--- src/hw/rtl/tstm_pkg.sv ---
`timescale 1ns / 1ps
// ----------------------------------------------------------------------------
// tstm_pkg: shared types and constants of the touch sample trimmed mean core
// Sizes of the sample store, the trim window and the fixed-point divide by
// three, and the control structs that pass between the modules.
// ----------------------------------------------------------------------------
package tstm_pkg;

  // Block sizes
  localparam int NUM_SAMPLES = 10;
  localparam int FIRST_KEPT  = 3;
  localparam int SAMPLE_BITS = 12;
  localparam int KEEP_COUNT  = 3;

  // Width of the output fields and of the raw input fields
  localparam int OUT_W = 12;
  localparam int RAW_W = 12;

  // Fill counter holds 0 .. NUM_SAMPLES-1
  localparam int CNT_W = $clog2(NUM_SAMPLES);

  // Sum of three samples, and divide by three as multiply and shift
  localparam int SUM_W    = SAMPLE_BITS + 2;
  localparam int DIV_SH   = SUM_W + 1;
  localparam int RECIP_W  = DIV_SH;
  localparam int PROD_W   = SUM_W + RECIP_W;
  localparam logic [RECIP_W-1:0] RECIP3 = RECIP_W'(((64'd1 << DIV_SH) + 64'd2) / 3);

  // Working width for the centre offset on X
  localparam int CALC_W = (SAMPLE_BITS > OUT_W) ? SAMPLE_BITS : OUT_W;
  localparam logic [CALC_W-1:0] MID_VALUE = CALC_W'((64'd1 << (SAMPLE_BITS - 1)) - 64'd1);

  typedef logic [SAMPLE_BITS-1:0] smp_t;
  typedef logic [CNT_W-1:0]       cnt_t;
  typedef logic [SUM_W-1:0]       sum_t;

  // Control from the burst sequencer to each sort lane
  typedef struct packed {
    logic ins;
    cnt_t fill;
  } lane_ctrl_t;

  // Control from the burst sequencer to the merge stage
  typedef struct packed {
    logic done;
  } merge_ctrl_t;

  // Status from the merge stage back to the sequencer
  typedef struct packed {
    logic sum_pend;
    logic out_pend;
  } merge_sts_t;

  // Sorted position of the k-th kept element, saturated at the last cell
  function automatic int clamp_idx(int k);
    return (k > NUM_SAMPLES - 1) ? NUM_SAMPLES - 1 : k;
  endfunction

endpackage

--- src/hw/rtl/tstm_in_if.sv ---
`timescale 1ns / 1ps
// ----------------------------------------------------------------------------
// tstm_in_if: sample pair channel
// Valid/ready channel carrying one pen flag and one X/Y conversion pair.
// ----------------------------------------------------------------------------
interface tstm_in_if;
  logic                          valid;
  logic                          ready;
  logic                          pen_down;
  logic [tstm_pkg::RAW_W-1:0]    x_sample;
  logic [tstm_pkg::RAW_W-1:0]    y_sample;

  modport source (output valid, output pen_down, output x_sample, output y_sample,
                  input ready);
  modport sink   (input valid, input pen_down, input x_sample, input y_sample,
                  output ready);
endinterface

--- src/hw/rtl/tstm_out_if.sv ---
`timescale 1ns / 1ps
// ----------------------------------------------------------------------------
// tstm_out_if: filtered position channel
// Valid/ready channel carrying one filtered X/Y position.
// ----------------------------------------------------------------------------
interface tstm_out_if;
  logic                              valid;
  logic                              ready;
  logic signed [tstm_pkg::OUT_W-1:0] pos_x;
  logic        [tstm_pkg::OUT_W-1:0] pos_y;

  modport source (output valid, output pos_x, output pos_y, input ready);
  modport sink   (input valid, input pos_x, input pos_y, output ready);
endinterface

--- src/hw/rtl/tstm_sort_lane.sv ---
`timescale 1ns / 1ps
// ----------------------------------------------------------------------------
// tstm_sort_lane: insertion-sort cell chain for one axis
// Keeps the samples of the current burst in ascending order; each insert
// shifts the larger cells up by one and drops the new sample into the gap.
// ----------------------------------------------------------------------------
module tstm_sort_lane (
  input  logic                                               clk_i,
  input  tstm_pkg::lane_ctrl_t                               ctrl_i,
  input  tstm_pkg::smp_t                                     smp_i,
  output logic [tstm_pkg::KEEP_COUNT-1:0][tstm_pkg::SAMPLE_BITS-1:0] kept_o
);

  tstm_pkg::smp_t cell_q [tstm_pkg::NUM_SAMPLES];
  tstm_pkg::smp_t cell_d [tstm_pkg::NUM_SAMPLES];
  logic [tstm_pkg::NUM_SAMPLES-1:0] gt;

  // Flag occupied cells that hold a larger value than the new sample
  always_comb begin
    for (int i = 0; i < tstm_pkg::NUM_SAMPLES; i++) begin
      gt[i] = (tstm_pkg::CNT_W'(i) < ctrl_i.fill) && (cell_q[i] > smp_i);
    end
  end

  // Shift larger cells up, place the sample in the freed slot
  for (genvar i = 0; i < tstm_pkg::NUM_SAMPLES; i++) begin : g_cell
    logic take;
    assign take = gt[i] || (tstm_pkg::CNT_W'(i) == ctrl_i.fill);
    if (i == 0) begin : g_first
      assign cell_d[i] = take ? smp_i : cell_q[i];
    end else begin : g_rest
      assign cell_d[i] = take ? (gt[i-1] ? cell_q[i-1] : smp_i) : cell_q[i];
    end

    always_ff @(posedge clk_i) begin
      if (ctrl_i.ins) begin
        cell_q[i] <= cell_d[i];
      end
    end
  end

  // Tap the trim window
  for (genvar k = 0; k < tstm_pkg::KEEP_COUNT; k++) begin : g_kept
    assign kept_o[k] = cell_q[tstm_pkg::clamp_idx(tstm_pkg::FIRST_KEPT + k)];
  end

endmodule

--- src/hw/rtl/tstm_merge.sv ---
`timescale 1ns / 1ps
// ----------------------------------------------------------------------------
// tstm_merge: trimmed mean of both lanes
// Sums the kept cells of each lane, divides by three through a reciprocal
// multiply, offsets X from the panel centre and holds the result.
// ----------------------------------------------------------------------------
module tstm_merge (
  input  logic                                                       clk_i,
  input  logic                                                       rst_ni,
  input  tstm_pkg::merge_ctrl_t                                      ctrl_i,
  input  logic [tstm_pkg::KEEP_COUNT-1:0][tstm_pkg::SAMPLE_BITS-1:0] kept_x_i,
  input  logic [tstm_pkg::KEEP_COUNT-1:0][tstm_pkg::SAMPLE_BITS-1:0] kept_y_i,
  output tstm_pkg::merge_sts_t                                       sts_o,
  tstm_out_if.source                                                 out_o
);

  logic                  sum_vld_q, sum_vld_d;
  logic                  out_vld_q, out_vld_d;
  tstm_pkg::sum_t        sum_x_q, sum_y_q;
  tstm_pkg::sum_t        sum_x_d, sum_y_d;
  logic                  adv;
  logic [tstm_pkg::PROD_W-1:0]  prod_x, prod_y;
  tstm_pkg::smp_t               mean_x, mean_y;
  logic [tstm_pkg::CALC_W-1:0]  diff_x, ext_y;
  logic signed [tstm_pkg::OUT_W-1:0] pos_x_q;
  logic [tstm_pkg::OUT_W-1:0]        pos_y_q;

  // Add the three kept cells of each lane
  assign sum_x_d = tstm_pkg::SUM_W'(kept_x_i[0]) + tstm_pkg::SUM_W'(kept_x_i[1])
                 + tstm_pkg::SUM_W'(kept_x_i[2]);
  assign sum_y_d = tstm_pkg::SUM_W'(kept_y_i[0]) + tstm_pkg::SUM_W'(kept_y_i[1])
                 + tstm_pkg::SUM_W'(kept_y_i[2]);

  // Divide by three and offset X from the centre
  assign prod_x = tstm_pkg::PROD_W'(sum_x_q) * tstm_pkg::PROD_W'(tstm_pkg::RECIP3);
  assign prod_y = tstm_pkg::PROD_W'(sum_y_q) * tstm_pkg::PROD_W'(tstm_pkg::RECIP3);
  assign mean_x = prod_x[tstm_pkg::DIV_SH +: tstm_pkg::SAMPLE_BITS];
  assign mean_y = prod_y[tstm_pkg::DIV_SH +: tstm_pkg::SAMPLE_BITS];
  assign diff_x = tstm_pkg::MID_VALUE - tstm_pkg::CALC_W'(mean_x);
  assign ext_y  = tstm_pkg::CALC_W'(mean_y);

  // Advance the sum into the output register when it is free
  always_comb begin
    adv       = sum_vld_q && (!out_vld_q || out_o.ready);
    sum_vld_d = ctrl_i.done || (sum_vld_q && !adv);
    if (adv) begin
      out_vld_d = 1'b1;
    end else if (out_o.ready) begin
      out_vld_d = 1'b0;
    end else begin
      out_vld_d = out_vld_q;
    end
  end

  always_ff @(posedge clk_i or negedge rst_ni) begin
    if (!rst_ni) begin
      sum_vld_q <= 1'b0;
      out_vld_q <= 1'b0;
    end else begin
      sum_vld_q <= sum_vld_d;
      out_vld_q <= out_vld_d;
    end
  end

  // Capture payloads
  always_ff @(posedge clk_i) begin
    if (ctrl_i.done) begin
      sum_x_q <= sum_x_d;
      sum_y_q <= sum_y_d;
    end
    if (adv) begin
      pos_x_q <= diff_x[tstm_pkg::OUT_W-1:0];
      pos_y_q <= ext_y[tstm_pkg::OUT_W-1:0];
    end
  end

  assign out_o.valid    = out_vld_q;
  assign out_o.pos_x    = pos_x_q;
  assign out_o.pos_y    = pos_y_q;
  assign sts_o.sum_pend = sum_vld_q;
  assign sts_o.out_pend = out_vld_q;

endmodule

--- src/hw/rtl/touch_sample_trimmed_mean_core.sv ---
`timescale 1ns / 1ps
// ----------------------------------------------------------------------------
// touch_sample_trimmed_mean_core: trimmed-mean filter for touch sample pairs
// Usage:
//   in_i carries one pen flag and one X/Y pair per transfer. A pair with the
//   pen up clears the burst. The first pair with the pen down is dropped, the
//   next ten are inserted into one sort chain per axis, one pair per cycle.
//   out_o carries the filtered position: X as centre minus the mean of sorted
//   elements 3..5, Y as the mean of sorted elements 3..5.
//   The tenth stored pair enters the chain, the done register marks the
//   burst, the sum register takes the window sum, and the output register
//   takes the divided, offset result. Throughput: one pair per cycle with
//   ready high; a burst is eleven pairs. The merge stage owns the kept cells
//   for the cycle after a burst ends, when only a dropped pair can arrive.
//   Stall: a result waits in the output register while new pairs are still
//   taken; ready drops only on the last pair of a burst while the previous
//   result is still in the merge stage or unread.
//   Reset clears the burst counter, the priming flag and both valid flags;
//   the sort cells are not cleared.
// ----------------------------------------------------------------------------
module touch_sample_trimmed_mean_core (
  input  logic       clk_i,
  input  logic       rst_ni,
  tstm_in_if.sink    in_i,
  tstm_out_if.source out_o
);

  tstm_pkg::cnt_t        fill_q, fill_d;
  logic                  primed_q, primed_d;
  logic                  done_q, done_d;
  logic                  acc, last, busy;
  tstm_pkg::lane_ctrl_t  lane_ctrl;
  tstm_pkg::merge_ctrl_t mrg_ctrl;
  tstm_pkg::merge_sts_t  mrg_sts;
  logic [tstm_pkg::CALC_W-1:0] x_ext, y_ext;
  tstm_pkg::smp_t        x_smp, y_smp;
  logic [tstm_pkg::KEEP_COUNT-1:0][tstm_pkg::SAMPLE_BITS-1:0] kept_x, kept_y;

  // Mask samples to the sample width
  assign x_ext = tstm_pkg::CALC_W'(in_i.x_sample);
  assign y_ext = tstm_pkg::CALC_W'(in_i.y_sample);
  assign x_smp = x_ext[tstm_pkg::SAMPLE_BITS-1:0];
  assign y_smp = y_ext[tstm_pkg::SAMPLE_BITS-1:0];

  // Hold the last pair of a burst while the merge stage is still occupied
  assign last       = primed_q && (fill_q == tstm_pkg::CNT_W'(tstm_pkg::NUM_SAMPLES - 1));
  assign busy       = done_q || mrg_sts.sum_pend || mrg_sts.out_pend;
  assign in_i.ready = !(last && busy);
  assign acc        = in_i.valid && in_i.ready;

  // Sequence the burst: drop, store, complete, abort
  always_comb begin
    fill_d         = fill_q;
    primed_d       = primed_q;
    done_d         = 1'b0;
    lane_ctrl.ins  = 1'b0;
    lane_ctrl.fill = fill_q;
    if (acc) begin
      if (!in_i.pen_down) begin
        fill_d   = '0;
        primed_d = 1'b0;
      end else if (!primed_q) begin
        fill_d   = '0;
        primed_d = 1'b1;
      end else begin
        lane_ctrl.ins = 1'b1;
        if (last) begin
          fill_d   = '0;
          primed_d = 1'b0;
          done_d   = 1'b1;
        end else begin
          fill_d = fill_q + tstm_pkg::CNT_W'(1);
        end
      end
    end
  end

  assign mrg_ctrl.done  = done_q;

  always_ff @(posedge clk_i or negedge rst_ni) begin
    if (!rst_ni) begin
      fill_q   <= '0;
      primed_q <= 1'b0;
      done_q   <= 1'b0;
    end else begin
      fill_q   <= fill_d;
      primed_q <= primed_d;
      done_q   <= done_d;
    end
  end

  // One sort lane per axis
  tstm_sort_lane u_lane_x (
    .clk_i  (clk_i),
    .ctrl_i (lane_ctrl),
    .smp_i  (x_smp),
    .kept_o (kept_x)
  );

  tstm_sort_lane u_lane_y (
    .clk_i  (clk_i),
    .ctrl_i (lane_ctrl),
    .smp_i  (y_smp),
    .kept_o (kept_y)
  );

  // Combine the lanes into one result
  tstm_merge u_merge (
    .clk_i    (clk_i),
    .rst_ni   (rst_ni),
    .ctrl_i   (mrg_ctrl),
    .kept_x_i (kept_x),
    .kept_y_i (kept_y),
    .sts_o    (mrg_sts),
    .out_o    (out_o)
  );

  // A completed burst always finds the sum register free
  a_done_free: assert property (@(posedge clk_i) disable iff (!rst_ni)
    done_q |-> !mrg_sts.sum_pend)
    else $error("burst completed while a sum was pending");

  // A completed burst is captured into the sum register
  a_done_capt: assert property (@(posedge clk_i) disable iff (!rst_ni)
    done_q |=> mrg_sts.sum_pend)
    else $error("completed burst not captured");

  // Completion restarts the burst
  a_done_rst: assert property (@(posedge clk_i) disable iff (!rst_ni)
    done_q |-> (fill_q == '0) && !primed_q)
    else $error("burst state not restarted after completion");

  // Fill count stays inside the store
  a_fill_rng: assert property (@(posedge clk_i) disable iff (!rst_ni)
    fill_q <= tstm_pkg::CNT_W'(tstm_pkg::NUM_SAMPLES - 1))
    else $error("fill count beyond store depth");

endmodule

--- src/flat_wrapper.sv ---
// flat-port wrapper written by rule: the top's interface ports become plain ports
module touch_sample_trimmed_mean_core_flat 
  (clk_i, rst_ni, in_i_valid, in_i_pen_down, in_i_x_sample, in_i_y_sample, in_i_ready, out_o_valid, out_o_pos_x, out_o_pos_y, out_o_ready);
  tstm_in_if in_i_i ();
  tstm_out_if out_o_i ();
  input  logic clk_i;
  input  logic rst_ni;
  input wire logic [$bits(in_i_i.valid)-1:0] in_i_valid;
  input wire logic [$bits(in_i_i.pen_down)-1:0] in_i_pen_down;
  input wire logic [$bits(in_i_i.x_sample)-1:0] in_i_x_sample;
  input wire logic [$bits(in_i_i.y_sample)-1:0] in_i_y_sample;
  output wire logic [$bits(in_i_i.ready)-1:0] in_i_ready;
  output wire logic [$bits(out_o_i.valid)-1:0] out_o_valid;
  output wire logic [$bits(out_o_i.pos_x)-1:0] out_o_pos_x;
  output wire logic [$bits(out_o_i.pos_y)-1:0] out_o_pos_y;
  input wire logic [$bits(out_o_i.ready)-1:0] out_o_ready;
  assign in_i_i.valid = in_i_valid;
  assign in_i_i.pen_down = in_i_pen_down;
  assign in_i_i.x_sample = in_i_x_sample;
  assign in_i_i.y_sample = in_i_y_sample;
  assign in_i_ready = in_i_i.ready;
  assign out_o_valid = out_o_i.valid;
  assign out_o_pos_x = out_o_i.pos_x;
  assign out_o_pos_y = out_o_i.pos_y;
  assign out_o_i.ready = out_o_ready;
  touch_sample_trimmed_mean_core u_core (.clk_i(clk_i), .rst_ni(rst_ni), .in_i(in_i_i), .out_o(out_o_i));
endmodule
--- config.mk ---
export PLATFORM = sky130hd
export DESIGN_NAME = touch_sample_trimmed_mean_core_flat
export DESIGN_NICKNAME = d
export VERILOG_FILES = /design/src/hw/rtl/tstm_pkg.sv /design/src/hw/rtl/tstm_in_if.sv /design/src/hw/rtl/tstm_out_if.sv /design/src/hw/rtl/tstm_sort_lane.sv /design/src/hw/rtl/tstm_merge.sv /design/src/hw/rtl/touch_sample_trimmed_mean_core.sv /design/src/flat_wrapper.sv
export SDC_FILE = /design/constraint.sdc
export NUM_CORES = 1
export LEC_CHECK = 0
export BUFFER_PORTS_ARGS = -buffer_cell sky130_fd_sc_hd__buf_2
export CORE_UTILIZATION = 45
export CTS_BUF_LIST = sky130_fd_sc_hd__clkbuf_4
export DETAILED_ROUTE_END_ITERATION = 7
export PLACE_DENSITY_LB_ADDON = 0.1
export SLEW_MARGIN = 20
export SYNTH_ARGS = -nofsm -noshare
export SYNTH_HDL_FRONTEND = slang
export SYNTH_HIERARCHICAL = 1
export SYNTH_SLANG_ARGS = --single-unit
--- constraint.sdc ---
create_clock -name clk_i -period 6.5 [get_ports clk_i]
set_clock_uncertainty 0.15 [all_clocks]
set_input_delay 1.3 -clock clk_i [delete_from_list [all_inputs] [get_ports clk_i]]
set_output_delay 1.3 -clock clk_i [all_outputs]
set_load 0.03 [all_outputs]
==> results.cfg <==
[run_status]
status = completed

[synthesis]
ys_seq_area_frac = 0.3197
synth_cells = 1625
synth_commonest_cells = ha_1, inv_1, edfxtp_1
post_synth_num_cell_types = 74
synth.top_cell.area_share = 0.3092
synth_edf_count = 196
syn-num-nets = 2138
yosys-top-cells-area = edfxtp_1, ha_1, fa_1, mux2_2, inv_1
yosysMostFrequentCell = ha_1
ys.flop_type = edfxtp_1
async_flop_share = 0.03922
avgSynthCellArea_um2 = 11.72
synth_largest_area_cell = edfxtp_1
ys_ff_latch = 204
synthesis.area_um2 = 19040
yosys_warnings = 6

[place]
placed_area_um2 = 19930
gp_congestion = 0.8784
place_hpwl_um = 33880
io_buffer_count = 54
dp_worst_setup_slack_ns = 0.5377

[floorplan]
fp-row-count = 74
start_util = 0.4610
die_h_um = 207.7
dieArea_um2 = 43130
ios = 55
core_um2 = 41290
die_w_um = 207.7

[global_route]
gr-total-overflow = 0
grt_pass1_wl_um = 66190
grt_antenna_before_repair = 4
grt_pass1_vias = 13018
grt_util_all_layers = 0.1947
grt_max_degree = 32

[final_layout]
layout-drive-gt1-share = 0.1731
design_area_um2 = 20780
final_nets = 2246
area_growth_pct = 9.168

[route]
drt_iter0_drc = 368
wire_per_inst_um = 17.52
detail-route-antenna-nets = 0
drc = 0
drt-total-wl_um = 40640
post_drt_via_cell_ratio = 5.282
vias = 12254
drt_pass1_iterations = 5

[setup_path]
cp-start-kind = register
end_kind = register
crit_chain = ha_1 > ha_1 > fa_1 > fa_1 > fa_1 > inv_1 > fa_1 > inv_1 > ha_1 > a21o_1 > a21o_1 > a211oi_1 > o211ai_1 > a311o_1 > a21oi_1 > o21bai_1 > xnor2_1
critical_path_buf_inv_count = 2
cp.required_ns = 6.89
critPathSlowestCell = fa_1
worst-path-max-fanout = 4
critPathArrivalTime_ns = 6.32
critPathMaxStageDelay_ns = 0.54
cp_common_cell = fa_1
crit_family = adder cells
crit_type = register to register

[power]
finalPower_mw = 3.175
p_leak_nw = 9.392
power_density_nw_per_um2 = 152.8
peakVddDrop_v = 0.0001364

[timing]
rsz0062_at_grt = false
fin_setup_tns_ns = 0
worst_pin_slew_ns = 1.131
final_max_slew_viol_count = 0
setup_viol = 0
fmax_mhz = 168.7
period_share = 0.9118
fin_crit_ns = 5.927
slew_headroom = 0.2428
hold_viol = 0
layout_setup_ws_ns = 0.5733

[min_path]
min_path_type = input port to async pin

[cts]
cts.path.max_buffers = 3
cts_tree = yes
cts_hold_buf = 0
clk_pin_slew_worst_paths_ns = 0.06
clk_latency_ns = 0.80
cts_max_level = 2
cts-root-buf = clkbuf_4
ctsResizeCount = 0
cts_inserted_buffers = 60
cts_sinks = 204
post_cts_buffers = 0

[job]
drv_cap = 0
## cells in the final DEF, fill, tap and decap left out, types with 6 or more instances in the layout
master	netlist	routed
o21ai_0	25	25
clkinv_1	0	14
edfxtp_1	196	196
xnor2_1	38	38
clkbuf_4	0	91
and3_1	7	7
buf_4	4	8
nor2_1	44	44
xor2_1	13	13
a211oi_1	8	6
inv_1	286	286
ha_1	346	346
nand2b_1	7	7
a21oi_1	78	78
nand2_1	33	33
o211ai_1	11	11
nor3_1	19	19
nor2b_1	21	21
o21a_1	16	16
mux2_2	119	119
o21bai_1	6	6
fa_1	138	138
a21o_1	25	25
nand3_1	25	25
dfrtp_1	8	8
buf_2	6	54
nand4_1	35	35
## worst paths after layout
kind	start	to	slack (ns)	cells after the start
worst max-delay path	u_core/u_merge/sum_y_q[7]	u_core/u_merge/out_o.pos_y[11]	0.57	17
min in group clk_i	u_core/u_merge/sum_vld_q	u_core/u_merge/out_o.valid	0.38	2
max in group asynchronous	rst_ni	u_core/fill_q[0]	5.79	1
worst min-delay path	rst_ni	u_core/done_q	0.20	1
worst min register to register	u_core/u_merge/sum_vld_q	u_core/u_merge/out_o.valid	0.38	2
worst max register to register	u_core/u_merge/sum_y_q[7]	u_core/u_merge/out_o.pos_y[11]	0.57	17
## where the power goes
| group | switching [mW] | internal, mW |
|---|---|---|
| registers | 0.0400 | 1.47 |
| logic | 0.186 | 0.158 |
| clock network | 0.599 | 0.723 |
| total | 0.825 | 2.35 |
## worst register-to-register path, delay by kind of cell, from the launching register on
| family | cells | cell delay, ns |
|---|---|---|
| fa+ha+maj | 7 | 3.13 |
| compound gates | 7 | 1.70 |
| flops | 1 | 0.49 |
| xor+xnor | 1 | 0.12 |
| buf+inv | 2 | 0.10 |
## registers in the layout (all words and copies together), names as in the netlist
signal and flops:
u_core/u_merge/sum_x_q 14, u_core/done_q 1, u_core/fill_q 4, u_core/u_merge/sum_vld_q 1, u_core/u_merge/sum_y_q 14, u_core/u_merge/out_o.pos_y 12
u_core/u_merge/out_o.valid 1, u_core/u_merge/out_o.pos_x 12, u_core/u_lane_x/cell_q 72, u_core/primed_q 1, u_core/u_lane_y/cell_q 72
## through the flow
| step | cells | hold slack [ns] | util |
|---|---|---|---|
| after floorplan | 1625 | 0.3052 | - |
| after global placement | 2203 | 0.3483 | 0.4826 |
| after detailed placement | 2203 | 0.3729 | 0.4826 |
| after CTS | 2317 | 0.1275 | 0.5029 |
| after global routing | 2320 | 0.1078 | 0.5033 |
| final | 2320 | 0.2045 | 0.5033 |
## layer usage
layer	share of wire	up-vias	track usage
li1	-	6091	-
met1	0.46	5875	0.2553
met2	0.47	204	0.3206
met3	0.039	82	0.03782
met4	0.031	2	0.06948
met5	0.00032	-	0
## final cells by class
class	instances	area, µm²
fill	3739	20510
multi-input combinational	1119	11780
sequential	204	6086
inverter	286	1074
clock buffer	91	683.2
tap	532	665.6
timing repair buffer	62	330.3
clock inverter	23	155.1
antenna	3	7.507
## kinds of logic (layout without fill, tap and decap cells)
logic type      count (synthesis)  in the layout  share of synthesized area
compound gates                244            244                    0.08913
other cells                     0              3                          0
xor+xnor                       51             51                    0.02346
simple gates                  220            220                    0.06185
flops                         204            204                     0.3197
fa+ha+maj                     484            484                     0.3725
buf+inv                       302            462                    0.06237
mux                           120            120                    0.07098
(Power assumes the default switching activity.)
